==> config.mk <==
export PLATFORM = sky130hd
export DESIGN_NAME = frame_time_averager_flat
export DESIGN_NICKNAME = d
export VERILOG_FILES = /design/src/sv/fta_pkg.sv /design/src/sv/fta_channels.sv /design/src/sv/fta_ram.sv /design/src/sv/fta_divider.sv /design/src/sv/frame_time_averager.sv /design/src/flat_wrapper.sv
export SDC_FILE = /design/constraint.sdc
export NUM_CORES = 2
export LEC_CHECK = 0
export BUFFER_PORTS_ARGS = -buffer_cell sky130_fd_sc_hd__buf_2
export CELL_PAD_IN_SITES_DETAIL_PLACEMENT = 0
export CELL_PAD_IN_SITES_GLOBAL_PLACEMENT = 1
export CORE_ASPECT_RATIO = 0.75
export CORE_MARGIN = 1.5
export CORE_UTILIZATION = 45
export DETAILED_ROUTE_END_ITERATION = 10
export PLACE_DENSITY = 0.79
export SLEW_MARGIN = 30
export SYNTH_ARGS = -nofsm -noshare
export SYNTH_HDL_FRONTEND = slang
export SYNTH_SLANG_ARGS = --single-unit
==> constraint.sdc <==
create_clock -name clk -period 19.3 [get_ports clk]
set_input_delay 0 -clock clk [delete_from_list [all_inputs] [get_ports clk]]
set_output_delay 0 -clock clk [all_outputs]
set_load 0.02 [all_outputs]
==> src/sv/fta_pkg.sv <==
// Shared types and constants of the frame time averager.
// No dependencies; compile this file first.
`timescale 1ns / 1ps

package fta_pkg;

  localparam int STAMP_W = 32;
  localparam int RATE_W  = 16;
  localparam int ACC_W   = STAMP_W + 1;

  typedef logic [STAMP_W-1:0] stamp_t;
  typedef logic [RATE_W-1:0]  rate_t;
  typedef logic [ACC_W-1:0]   acc_t;

  localparam stamp_t TPS_RESET = stamp_t'(1000);
  localparam rate_t  RATE_MAX  = '1;

endpackage

==> src/sv/fta_channels.sv <==
// Handshake channels of the frame time averager: timer stamps in, results out,
// and the register write channel. Depends on fta_pkg.
`timescale 1ns / 1ps

interface fta_in_if;
  import fta_pkg::*;
  logic   valid;
  logic   ready;
  stamp_t timestamp;

  modport source (output valid, output timestamp, input ready);
  modport sink   (input valid, input timestamp, output ready);
endinterface

interface fta_out_if;
  import fta_pkg::*;
  logic   valid;
  logic   ready;
  stamp_t average_elapsed;
  rate_t  frame_rate;

  modport source (output valid, output average_elapsed, output frame_rate, input ready);
  modport sink   (input valid, input average_elapsed, input frame_rate, output ready);
endinterface

interface fta_cfg_if;
  import fta_pkg::*;
  logic   valid;
  logic   ready;
  stamp_t ticks_per_second;

  modport source (output valid, output ticks_per_second, input ready);
  modport sink   (input valid, input ticks_per_second, output ready);
endinterface

==> src/sv/fta_ram.sv <==
// Generic single-port-write, single-port-read RAM with a registered read.
// No dependencies.
`timescale 1ns / 1ps

module fta_ram #(
  parameter int WIDTH = 32,
  parameter int DEPTH = 16
) (
  input  logic                                     clk,
  input  logic                                     we,
  input  logic [((DEPTH > 1) ? $clog2(DEPTH) : 1)-1:0] waddr,
  input  logic [WIDTH-1:0]                         wdata,
  input  logic                                     re,
  input  logic [((DEPTH > 1) ? $clog2(DEPTH) : 1)-1:0] raddr,
  output logic [WIDTH-1:0]                         rdata
);

  logic [WIDTH-1:0] mem [DEPTH];

  always_ff @(posedge clk) begin
    if (we) begin
      mem[waddr] <= wdata;
    end
    if (re) begin
      rdata <= mem[raddr];
    end
  end

endmodule

==> src/sv/fta_divider.sv <==
// Restoring divider that produces one quotient bit per cycle.
// No dependencies; used by the frame time averager top level.
`timescale 1ns / 1ps

module fta_divider #(
  parameter int DIVIDEND_W = 36,
  parameter int DIVISOR_W  = 5
) (
  input  logic                  clk,
  input  logic                  rst,
  input  logic                  start,
  input  logic [DIVIDEND_W-1:0] dividend,
  input  logic [DIVISOR_W-1:0]  divisor,
  output logic                  done,
  output logic [DIVIDEND_W-1:0] quotient
);

  localparam int STEP_W = $clog2(DIVIDEND_W + 1);

  logic                  busy;
  logic [STEP_W-1:0]     steps;
  logic [DIVISOR_W-1:0]  dvs;
  logic [DIVISOR_W-1:0]  rem;
  logic [DIVIDEND_W-1:0] work;
  logic [DIVISOR_W:0]    trial;
  logic                  fits;

  // The dividend shifts out at the top while quotient bits shift in below.
  assign trial    = {rem, work[DIVIDEND_W-1]};
  assign fits     = trial >= {1'b0, dvs};
  assign quotient = work;

  always_ff @(posedge clk) begin
    if (rst) begin
      busy  <= 1'b0;
      done  <= 1'b0;
      steps <= '0;
    end else begin
      done <= 1'b0;
      if (start) begin
        busy  <= 1'b1;
        steps <= STEP_W'(DIVIDEND_W);
      end else if (busy) begin
        steps <= steps - 1'b1;
        if (steps == STEP_W'(1)) begin
          busy <= 1'b0;
          done <= 1'b1;
        end
      end
    end
  end

  always_ff @(posedge clk) begin
    if (start) begin
      dvs  <= divisor;
      rem  <= '0;
      work <= dividend;
    end else if (busy) begin
      rem  <= fits ? DIVISOR_W'(trial - {1'b0, dvs}) : trial[DIVISOR_W-1:0];
      work <= {work[DIVIDEND_W-2:0], fits};
    end
  end

endmodule

==> src/sv/frame_time_averager.sv <==
// Top level of the frame time averager: window bookkeeping, frame rate
// counting and result register. Depends on fta_pkg, fta_channels, fta_ram
// and fta_divider.
`timescale 1ns / 1ps

// Usage
// Each transfer on frame_in is one frame tick carrying the free-running timer
// value. The elapsed time since the previous tick is checked against the
// current average and, when it lies within one second of it, enters a window
// of the newest WINDOW_DEPTH samples held in a small RAM. Every tick yields one
// transfer on result_out with the windowed average frame time and the frame
// rate latched at the end of the last completed one-second span.
// The cfg channel writes ticks_per_second; it is always ready and must only be
// written while no tick is in flight.
// Timing: a tick is accepted only while the block is idle. The accepting edge
// launches the read of the oldest window entry, the next cycle updates the
// window, then the bit-serial divider works out sum over count bit by bit,
// one quotient bit per sum bit. The S_DIV state then takes the quotient as the
// new average and the S_OUT state loads the output register once it is free;
// only then does the block return to idle and accept the next tick.
// If the receiver stalls, the result waits in the output register while one
// further tick is accepted and processed; that second result then waits in the
// block and no more ticks are accepted until the output register is free.
// Reset clears all counters, the average and the window pointer at once; the
// window RAM needs no clearing: a read entry is used only once all are written.

module frame_time_averager #(
  parameter int WINDOW_DEPTH = 16
) (
  input  logic       clk,
  input  logic       rst,
  fta_in_if.sink     frame_in,
  fta_out_if.source  result_out,
  fta_cfg_if.sink    cfg
);

  import fta_pkg::*;

  localparam int CNT_W = $clog2(WINDOW_DEPTH + 1);
  localparam int PTR_W = (WINDOW_DEPTH > 1) ? $clog2(WINDOW_DEPTH) : 1;
  localparam int SUM_W = STAMP_W + CNT_W;

  localparam logic [1:0] S_IDLE = 2'd0;
  localparam logic [1:0] S_RMW  = 2'd1;
  localparam logic [1:0] S_DIV  = 2'd2;
  localparam logic [1:0] S_OUT  = 2'd3;

  logic [1:0] state;

  // Register and architectural state.
  stamp_t             ticks_per_second;
  stamp_t             last_stamp;
  stamp_t             average_ticks;
  logic [CNT_W-1:0]   sample_count;
  logic [SUM_W-1:0]   window_sum;
  logic [PTR_W-1:0]   wr_ptr;
  rate_t              frames_in_second;
  acc_t               second_accumulator;
  rate_t              latched_rate;

  // Per-tick working registers.
  stamp_t             elapsed;
  logic               keep;

  // Accept-cycle arithmetic.
  logic               accept;
  stamp_t             elapsed_now;
  stamp_t             diff_now;
  rate_t              frames_inc;
  acc_t               acc_sum;

  // Window update arithmetic.
  logic               full;
  stamp_t             oldest;
  logic [SUM_W-1:0]   window_sum_next;
  logic [CNT_W-1:0]   sample_count_next;
  logic               ram_we;

  // Divider.
  logic               div_start;
  logic               div_done;
  logic [SUM_W-1:0]   div_quotient;

  // Output register.
  logic               out_valid;
  stamp_t             out_average;
  rate_t              out_rate;
  logic               out_free;

  assign cfg.ready      = 1'b1;
  assign frame_in.ready = (state == S_IDLE);
  assign accept         = frame_in.valid && frame_in.ready;

  assign result_out.valid           = out_valid;
  assign result_out.average_elapsed = out_average;
  assign result_out.frame_rate      = out_rate;
  assign out_free                   = !out_valid || result_out.ready;

  // Outlier test against the average left by the previous tick.
  assign elapsed_now = frame_in.timestamp - last_stamp;
  assign diff_now    = (elapsed_now >= average_ticks) ? (elapsed_now - average_ticks)
                                                      : (average_ticks - elapsed_now);
  assign frames_inc  = (frames_in_second != RATE_MAX) ? frames_in_second + 1'b1
                                                      : frames_in_second;
  assign acc_sum     = second_accumulator + {1'b0, average_ticks};

  // The oldest sample sits in the slot the write pointer is about to reuse.
  assign full              = (sample_count == CNT_W'(WINDOW_DEPTH));
  assign window_sum_next   = window_sum - (full ? {{CNT_W{1'b0}}, oldest} : '0)
                             + {{CNT_W{1'b0}}, elapsed};
  assign sample_count_next = full ? sample_count : sample_count + 1'b1;
  assign ram_we            = (state == S_RMW) && keep;
  assign div_start         = (state == S_RMW);

  fta_ram #(
    .WIDTH (STAMP_W),
    .DEPTH (WINDOW_DEPTH)
  ) u_window (
    .clk   (clk),
    .we    (ram_we),
    .waddr (wr_ptr),
    .wdata (elapsed),
    .re    (accept),
    .raddr (wr_ptr),
    .rdata (oldest)
  );

  fta_divider #(
    .DIVIDEND_W (SUM_W),
    .DIVISOR_W  (CNT_W)
  ) u_divider (
    .clk      (clk),
    .rst      (rst),
    .start    (div_start),
    .dividend (keep ? window_sum_next : window_sum),
    .divisor  (keep ? sample_count_next : sample_count),
    .done     (div_done),
    .quotient (div_quotient)
  );

  always_ff @(posedge clk) begin
    if (rst) begin
      state              <= S_IDLE;
      ticks_per_second   <= TPS_RESET;
      last_stamp         <= '0;
      average_ticks      <= '0;
      sample_count       <= '0;
      window_sum         <= '0;
      wr_ptr             <= '0;
      frames_in_second   <= '0;
      second_accumulator <= '0;
      latched_rate       <= '0;
      out_valid          <= 1'b0;
    end else begin
      if (cfg.valid) begin
        ticks_per_second <= cfg.ticks_per_second;
      end

      if (out_valid && result_out.ready) begin
        out_valid <= 1'b0;
      end

      case (state)
        S_IDLE: begin
          if (accept) begin
            last_stamp <= frame_in.timestamp;
            // The rate counter runs on the previous average, not the new sample.
            if (acc_sum > {1'b0, ticks_per_second}) begin
              latched_rate       <= frames_inc;
              frames_in_second   <= '0;
              second_accumulator <= '0;
            end else begin
              frames_in_second   <= frames_inc;
              second_accumulator <= acc_sum;
            end
            state <= S_RMW;
          end
        end
        S_RMW: begin
          if (keep) begin
            window_sum   <= window_sum_next;
            sample_count <= sample_count_next;
            wr_ptr       <= (wr_ptr == PTR_W'(WINDOW_DEPTH - 1)) ? '0 : wr_ptr + 1'b1;
          end
          state <= S_DIV;
        end
        S_DIV: begin
          if (div_done) begin
            average_ticks <= (sample_count == '0) ? '0 : div_quotient[STAMP_W-1:0];
            state         <= S_OUT;
          end
        end
        S_OUT: begin
          if (out_free) begin
            out_valid <= 1'b1;
            state     <= S_IDLE;
          end
        end
        default: begin
          state <= S_IDLE;
        end
      endcase
    end
  end

  always_ff @(posedge clk) begin
    if (accept) begin
      elapsed <= elapsed_now;
      keep    <= diff_now < ticks_per_second;
    end
    if ((state == S_OUT) && out_free) begin
      out_average <= average_ticks;
      out_rate    <= latched_rate;
    end
  end

endmodule

==> src/flat_wrapper.sv <==
// flat-port wrapper written by rule: the top's interface ports become plain ports
module frame_time_averager_flat import fta_pkg::*;
#(
  parameter int WINDOW_DEPTH = 16
)
  (clk, rst, frame_in_valid, frame_in_timestamp, frame_in_ready, result_out_valid, result_out_average_elapsed, result_out_frame_rate, result_out_ready, cfg_valid, cfg_ticks_per_second, cfg_ready);
  fta_in_if frame_in_i ();
  fta_out_if result_out_i ();
  fta_cfg_if cfg_i ();
  input  logic clk;
  input  logic rst;
  input wire logic [$bits(frame_in_i.valid)-1:0] frame_in_valid;
  input wire logic [$bits(frame_in_i.timestamp)-1:0] frame_in_timestamp;
  output wire logic [$bits(frame_in_i.ready)-1:0] frame_in_ready;
  output wire logic [$bits(result_out_i.valid)-1:0] result_out_valid;
  output wire logic [$bits(result_out_i.average_elapsed)-1:0] result_out_average_elapsed;
  output wire logic [$bits(result_out_i.frame_rate)-1:0] result_out_frame_rate;
  input wire logic [$bits(result_out_i.ready)-1:0] result_out_ready;
  input wire logic [$bits(cfg_i.valid)-1:0] cfg_valid;
  input wire logic [$bits(cfg_i.ticks_per_second)-1:0] cfg_ticks_per_second;
  output wire logic [$bits(cfg_i.ready)-1:0] cfg_ready;
  assign frame_in_i.valid = frame_in_valid;
  assign frame_in_i.timestamp = frame_in_timestamp;
  assign frame_in_ready = frame_in_i.ready;
  assign result_out_valid = result_out_i.valid;
  assign result_out_average_elapsed = result_out_i.average_elapsed;
  assign result_out_frame_rate = result_out_i.frame_rate;
  assign result_out_i.ready = result_out_ready;
  assign cfg_i.valid = cfg_valid;
  assign cfg_i.ticks_per_second = cfg_ticks_per_second;
  assign cfg_ready = cfg_i.ready;
  frame_time_averager #(.WINDOW_DEPTH(WINDOW_DEPTH)) u_core (.clk(clk), .rst(rst), .frame_in(frame_in_i), .result_out(result_out_i), .cfg(cfg_i));
endmodule
# Word-level counts from Yosys, hierarchy flattened
# Memory sizes are Yosys's and may differ from the RTL's. A register that Yosys moved wholly into a read port is not among the register bits.
# Index checks and enable logic that the tools add are counted.
dict set report classes {
  n_addsub 11
  n_mux 28
  eq_ne 10
  magnitude_cmp 4
  n_reduce_logical 16
  n_bitwise 1
}
# cell count
set ops {}
lappend ops {{2-to-1 mux 37 bit} 3}
lappend ops {{2-to-1 mux 32 bit} 3}
lappend ops {{subtractor 32 bit} 3}
lappend ops {{adder 37 x 32 -> 37 bit} 1}
lappend ops {{subtractor 37 bit} 1}
lappend ops {{adder 33 x 32 -> 33 bit} 1}
lappend ops {{> comparator 33 x 32 -> 1 bit} 1}
lappend ops {{2-to-1 mux 33 bit} 1}
lappend ops {{>= comparator 32 bit} 1}
lappend ops {{< comparator 32 bit} 1}
lappend ops {{2-to-1 mux 16 bit} 2}
lappend ops {{adder 16 x 1 -> 16 bit, second input constant} 1}
lappend ops {{inequality test 16 bit, second input constant} 1}
lappend ops {{2-to-1 mux 5 bit} 3}
lappend ops {{2-to-1 mux 6 bit} 2}
lappend ops {{2-to-1 mux 1 bit} 9}
lappend ops {{one-hot mux 2 bit (4 select lines)} 1}
lappend ops {{== test 6 x 1 -> 1 bit, second input constant} 1}
lappend ops {{>= comparator 6 x 5 -> 1 bit} 1}
lappend ops {{2-to-1 mux 2 bit} 3}
lappend ops {{AND reduction 2 bit} 3}
lappend ops {{AND reduction 3 bit} 2}
lappend ops {{subtractor 6 x 1 -> 6 bit, second input constant} 1}
lappend ops {{adder 5 x 1 -> 5 bit, second input constant} 1}
lappend ops {{other kinds (18)} 23}
dict set report totals {
  word_cells 93
  inputBits 69
  n_memories 1
  ramBits 512
  register_bits 346
  out_inout_bits 51
}
# memory depth word_bits read_ports rd_clocked_by_memory_dff wr line
set memory_table {}
lappend memory_table {u_core.u_window.mem 16 32 1 1 1 fta_ram.sv:18} ;# logic [WIDTH-1:0] mem [DEPTH];

# Depth between registers and ports, before layout
dict set report depth {
  depth_word 6
  depth_mapped 39
  mapped_depth_nobuf 36
}

# Cells and area by module
# A second synthesis with hierarchy kept.
dict set report hier_totals {
  hier_cells 3731
  area_unflattened_um2 44609.0
}
# module cells_each seq_area_each_um2 area_each_um2 instances
set by_module_without_submodules {}
lappend by_module_without_submodules {frame_time_averager 2716 6636.4 21977.3 1}
lappend by_module_without_submodules {fta_ram 838 16335.7 20155.6 1}
lappend by_module_without_submodules {fta_divider 177 1521.5 2476.1 1}

# Least setup slack after synthesis
# OpenSTA, ideal clock, no wires.
dict set report synth_path {
  kind {flip-flop to flip-flop}
  from {register u_core.last_stamp[0]}
  to {register u_core.keep, data pin}
  path_stages_with_launch 38
  setup_time_ns 0.132
  path_buffers 2
  t_required_ns 19.168
  t_arrival_ns 6.594
  synth_period_minus_slack_ns 6.726
  setup_slack_ns 12.574
  path_cell_list {dfxtp_1 ha_1 inv_1 fa_1 a21o_1 a21oi_1 o21ai_0 and4b_1 o21ai_0 nand2b_1 a21o_1 a21o_1 a21o_1 xor2_1 ha_1 clkbuf_1 and4_1 buf_2 (+2 left out) a2bb2oi_1 o211ai_2 a21oi_4 mux2_4 o22ai_1 o21bai_1 xnor2_1 ha_1 a21o_1 a21o_1 a21o_1 a21o_1 a21oi_1 nor2b_1 o21ai_0 nand2_1 a2111oi_0 o31a_1}
}
dict set report synth_between {
  elab_chain_cells 4
  elab_cells_between_ends 6
  classes_between {3 x add/sub; 2 x order compare; 1 x mux}
}
# item line
set synth_rtl {}
lappend synth_rtl {{start, declared} frame_time_averager.sv:52} ;# stamp_t last_stamp;
lappend synth_rtl {{start signal, assigned} frame_time_averager.sv:166} ;# last_stamp <= frame_in.timestamp;
lappend synth_rtl {{subtractor 32 bit (*)} frame_time_averager.sv:100} ;# assign elapsed_now = frame_in.timestamp - last_stamp;
lappend synth_rtl {{net u_core.elapsed_now[18]} frame_time_averager.sv:67} ;# stamp_t elapsed_now;
lappend synth_rtl {{subtractor 32 bit, or another cell as far along} frame_time_averager.sv:102} ;# : (average_ticks - elapsed_now);
lappend synth_rtl {{2-to-1 mux 32 bit (*)} frame_time_averager.sv:101} ;# assign diff_now = (elapsed_now >= average_ticks) ? (elapsed_now - average_ticks)
lappend synth_rtl {{< comparator 32 bit (*)} frame_time_averager.sv:209} ;# keep <= diff_now < ticks_per_second;
lappend synth_rtl {{end signal, assigned} frame_time_averager.sv:209}
lappend synth_rtl {{end, declared} frame_time_averager.sv:63} ;# logic keep;
# The timed path passes the listed nets; every way through them passes the cells marked *.
# A chain may end at the register's enable or synchronous reset.

# Worst setup path in the final report
dict set report layout_path {
  from {register u_core.last_stamp[6]}
  to {register u_core.keep, data pin}
}
# Same word-level chain as after synthesis.

==> results by group <==
Run status
  • Status: finished, final reports clean

Hold path
  • Worst hold endpoint: u_core.ticks_per_second[6]$_SDFFE_PP1P_
  • WHS Path Cells: 4
  • Hold_sp: cfg_ticks_per_second[6]
  • Worst min-delay path category: in2reg

Critical path
  • Flop-to-flop setup slack: ~11 ns
  • FF-to-FF Start: u_core.last_stamp[6]$_SDFFE_PP0P_
  • Critical Path Start Type: flip-flop
  • Worst setup path startpoint: u_core.last_stamp[6]$_SDFFE_PP0P_
  • Worst Path Arrival: a little under 9 ns
  • CP required: 19.87 ns
  • Crit. End Element: flip-flop
  • RR Endpoint: u_core.keep$_DFFE_PP_
  • FF-to-FF path depth: 34
  • CP peak stage delay: about 0.57 ns
  • Slowest CP cell: o41ai_1
  • CP Max Fanout: 44
  • Worst Path Class, Setup: reg2reg

Timing
  • Hold_ws: 0.0645 ns
  • Slew HR: approximately 31%
  • FMAX: 123 MHz
  • Unrepaired setup endpoints after global routing: no
  • Least-Margin Pin Slew: 1.03 ns
  • Final setup vio count: 0
  • Fin. max-slew vios: 0
  • Period utilization: a little over two fifths
  • Fin Setup TNS: 0 ns
  • Tmin final: a little over 8 ns
  • Setup Skew: about 0.043 ns
  • Final hold viol count: 0
  • Final worst slack: 11.14 ns

Clock network
  • H-tree depth: 3
  • CTS max path bufs: 3
  • Clk slew on worst S/H paths: ~0.060 ns
  • Clock Tree Root: clkbuf_16
  • TritonCTS buffer count: 85
  • Post-CTS resize count: 0
  • CTS tree: yes
  • Sink Count: just under 900
  • Clock latency on the worst-skew pair: 0.70 ns

Detailed routing
  • Top Metal Used: met4
  • Metal3 WL: 10700 µm
  • 1st-pass router iterations: 5
  • Iter 0 DRT Violations: 3170
  • Met2 Wirelength: ~53000 µm
  • Routed WL: about 120000 µm
  • Wl on met1: a little under 60000 µm
  • WL/cell: 23.6 µm
  • Residual DRC count: 0
  • Vias per cell: 5.79
  • Via count: just over 30000
  • ANT nets after route: 0

Logic synthesis
  • Syn Nets: between 4000 and 5000
  • Synth cell count leaders: edfxtp_1, inv_1, a21oi_1
  • Register area share after synthesis: 54.7%
  • Post-synth EDFFs: 667
  • Ys Warns: 0
  • Asr flop ratio synth: 0%
  • FF+latch count, synth: about 900
  • Synthesized area: roughly 45000 µm²
  • Syn Area/Cell: approximately 12 µm²
  • Top-count cell post-synth: edfxtp_1
  • Commonest register cell after synthesis: edfxtp_1
  • Cell taking the most area after synthesis: edfxtp_1
  • Post-synth top area share: 44.7%
  • Cell variety after synth: 94
  • Syn Inst Count: approximately 3700
  • Top post-synthesis cells by area: edfxtp_1, dfxtp_1, mux4_2

Placed design
  • Input/output buffers: 118
  • Placed cells: a little under 5000
  • Pre-CTS setup slack: 11.29 ns
  • Dpl hpwl: approximately 83000 µm
  • DP Area: between 40000 and 50000 µm²
  • GP Congestion: 0.929

Layout
  • Post-route core utilization: 51.8%
  • Fin cells: around 5200
  • Design area: a little over 50000 µm²
  • Share of cells above drive strength 1: 13.4%
  • Final nets: between 4000 and 5000
  • P&R area growth vs syn: 13.5%

Pwr
  • Total power: just over 7 mW
  • Switching part of the total power: a little under two fifths
  • Sw power: about 2.7 mW
  • Internal power: 4.50 mW
  • Peak supply drop: about 86 µV
  • Pwr dens: 142 nW/µm²
  • Clock power frac: roughly a quarter
  • Leak: 18.5 nW
  • Combinational power share: between 30% and 40%
  • Seq pwr share: between 30% and 40%

Global routing
  • Largest net degree at the start of global routing: between 80 and 90
  • First-pass GRT wire length: 185000 µm
  • Gr usage total: 24.1%
  • Number of global-route vias before repair: approximately 29000
  • Initial antenna violation count: 3
  • Global route total overflow: 0

Die
  • Row count: 99
  • Core region area: ~98000 µm²
  • Die H: around 280 µm
  • Die area: about 100000 µm²
  • I/O pins: between 100 and 150
  • Initial Util: 45.7%
  • Die width: between 300 and 400 µm

Job
  • Max Cap Viol: 0
[worst max-delay path: cells and delay by family, from the launching register on]
family                     cells  cell delay, ns
AOI/OAI and AO/OA             20            4.95
and+or+nand+nor                5            0.43
buffers and inverters          4            0.96
adders and majority gates      3            1.02
xor gates and xnor gates       2            0.34
DFF                            1            0.33
[repair_timing]
item	CTS	global route
buffers inserted	0	0
hold buffers	107	1
endpoints found under the hold margin	125	12
[logic make-up after synthesis]
family / share of synthesized area, %
AOI/OAI and AO/OA: 11.9
xor gates and xnor gates: 2.76
adders and majority gates: 8.47
buffers and inverters: 4.11
DFF: 54.7
muxes: 9.62
other: 0.00838
and+or+nand+nor: 8.38
[per-layer routing]
metal / up-vias / GRT usage [%]
met1: 15054 / 37.6
met3: 123 / 4.97
met2: 1199 / 34.7
met5: - / 0
met4: 0 / 4.43
li1: 13941 / -
[power by group through the flow]
| stage | registers [mW] | clock network (mW) | logic (mW) |
|---|---|---|---|
| 5_1_grt | 2.71 | 1.80 | 3.17 |
| 3_5_place_dp | 2.72 | 0 | 2.78 |
| 6_report | 2.68 | 1.70 | 2.86 |
| 3_3_place_gp | 2.71 | 0 | 2.78 |
| 2_1_floorplan | 2.60 | 0 | 2.10 |
| 4_1_cts | 2.68 | 1.73 | 2.83 |
[sequential cells by signal, indices dropped and copies added, names as in the netlist, 16 cells and up]
name	flops
u_core.u_window.mem	512
u_core.u_divider.quotient	37
u_core.window_sum	37
u_core.second_accumulator	33
u_core.average_ticks	32
u_core.elapsed	32
u_core.last_stamp	32
u_core.result_out.average_elapsed	32
u_core.ticks_per_second	32
u_core.u_window.rdata	32
u_core.frames_in_second	16
u_core.latched_rate	16
u_core.result_out.frame_rate	16
[cells in the final DEF, fill, tap and decap left out, types with 9 or more instances in the layout]
master and instances:
edfxtp_1 667, inv_1 315, a21oi_1 309, nand2_1 250
ha_1 243, nor2_1 219, dfxtp_1 219, mux4_2 160
o21ai_0 129, buf_2 116, dlygate4sd3_1 108, xnor2_1 97
a21o_1 88, clkbuf_16 86, nand3_1 60, nor3_1 56
mux2i_1 56, buf_4 49, xor2_1 44, and2_1 42
a211oi_1 41, o21bai_1 38, nand4_1 37, a22oi_1 37
fa_1 37, o21a_1 28, nor2b_1 26, clkbuf_1 23
o211ai_1 21, nand2b_1 19, a31oi_1 19, or3_1 16
clkinv_1 15, and3_1 13, nor2_4 13, and4_1 12
clkinv_2 11, a22o_1 9
[layout make-up]
type / instances / area [µm²]
Sequential cell: 890 / 24500
Multi-Input combinational cell: 2284 / 18600
Clock buffer: 112 / 2280
Clock inverter: 47 / 509
Fill cell: 8345 / 47200
Antenna cell: 1 / 2.50
Timing Repair Buffer: 276 / 2080
Inverter: 317 / 1190
Tap cell: 1313 / 1640
[worst max-delay path by stage]
stage / to / cells after the start / slack [ns]
after floorplan: u_core.keep$_DFFE_PP_ / 37 / 12.57
after global placement: u_core.keep$_DFFE_PP_ / 34 / 11.43
after detailed placement: u_core.keep$_DFFE_PP_ / 34 / 11.29
after CTS: u_core.keep$_DFFE_PP_ / 34 / 11.24
after global routing: u_core.keep$_DFFE_PP_ / 34 / 10.48
final: u_core.keep$_DFFE_PP_ / 34 / 11.14
No activity file was read; power rests on OpenSTA's default activity.
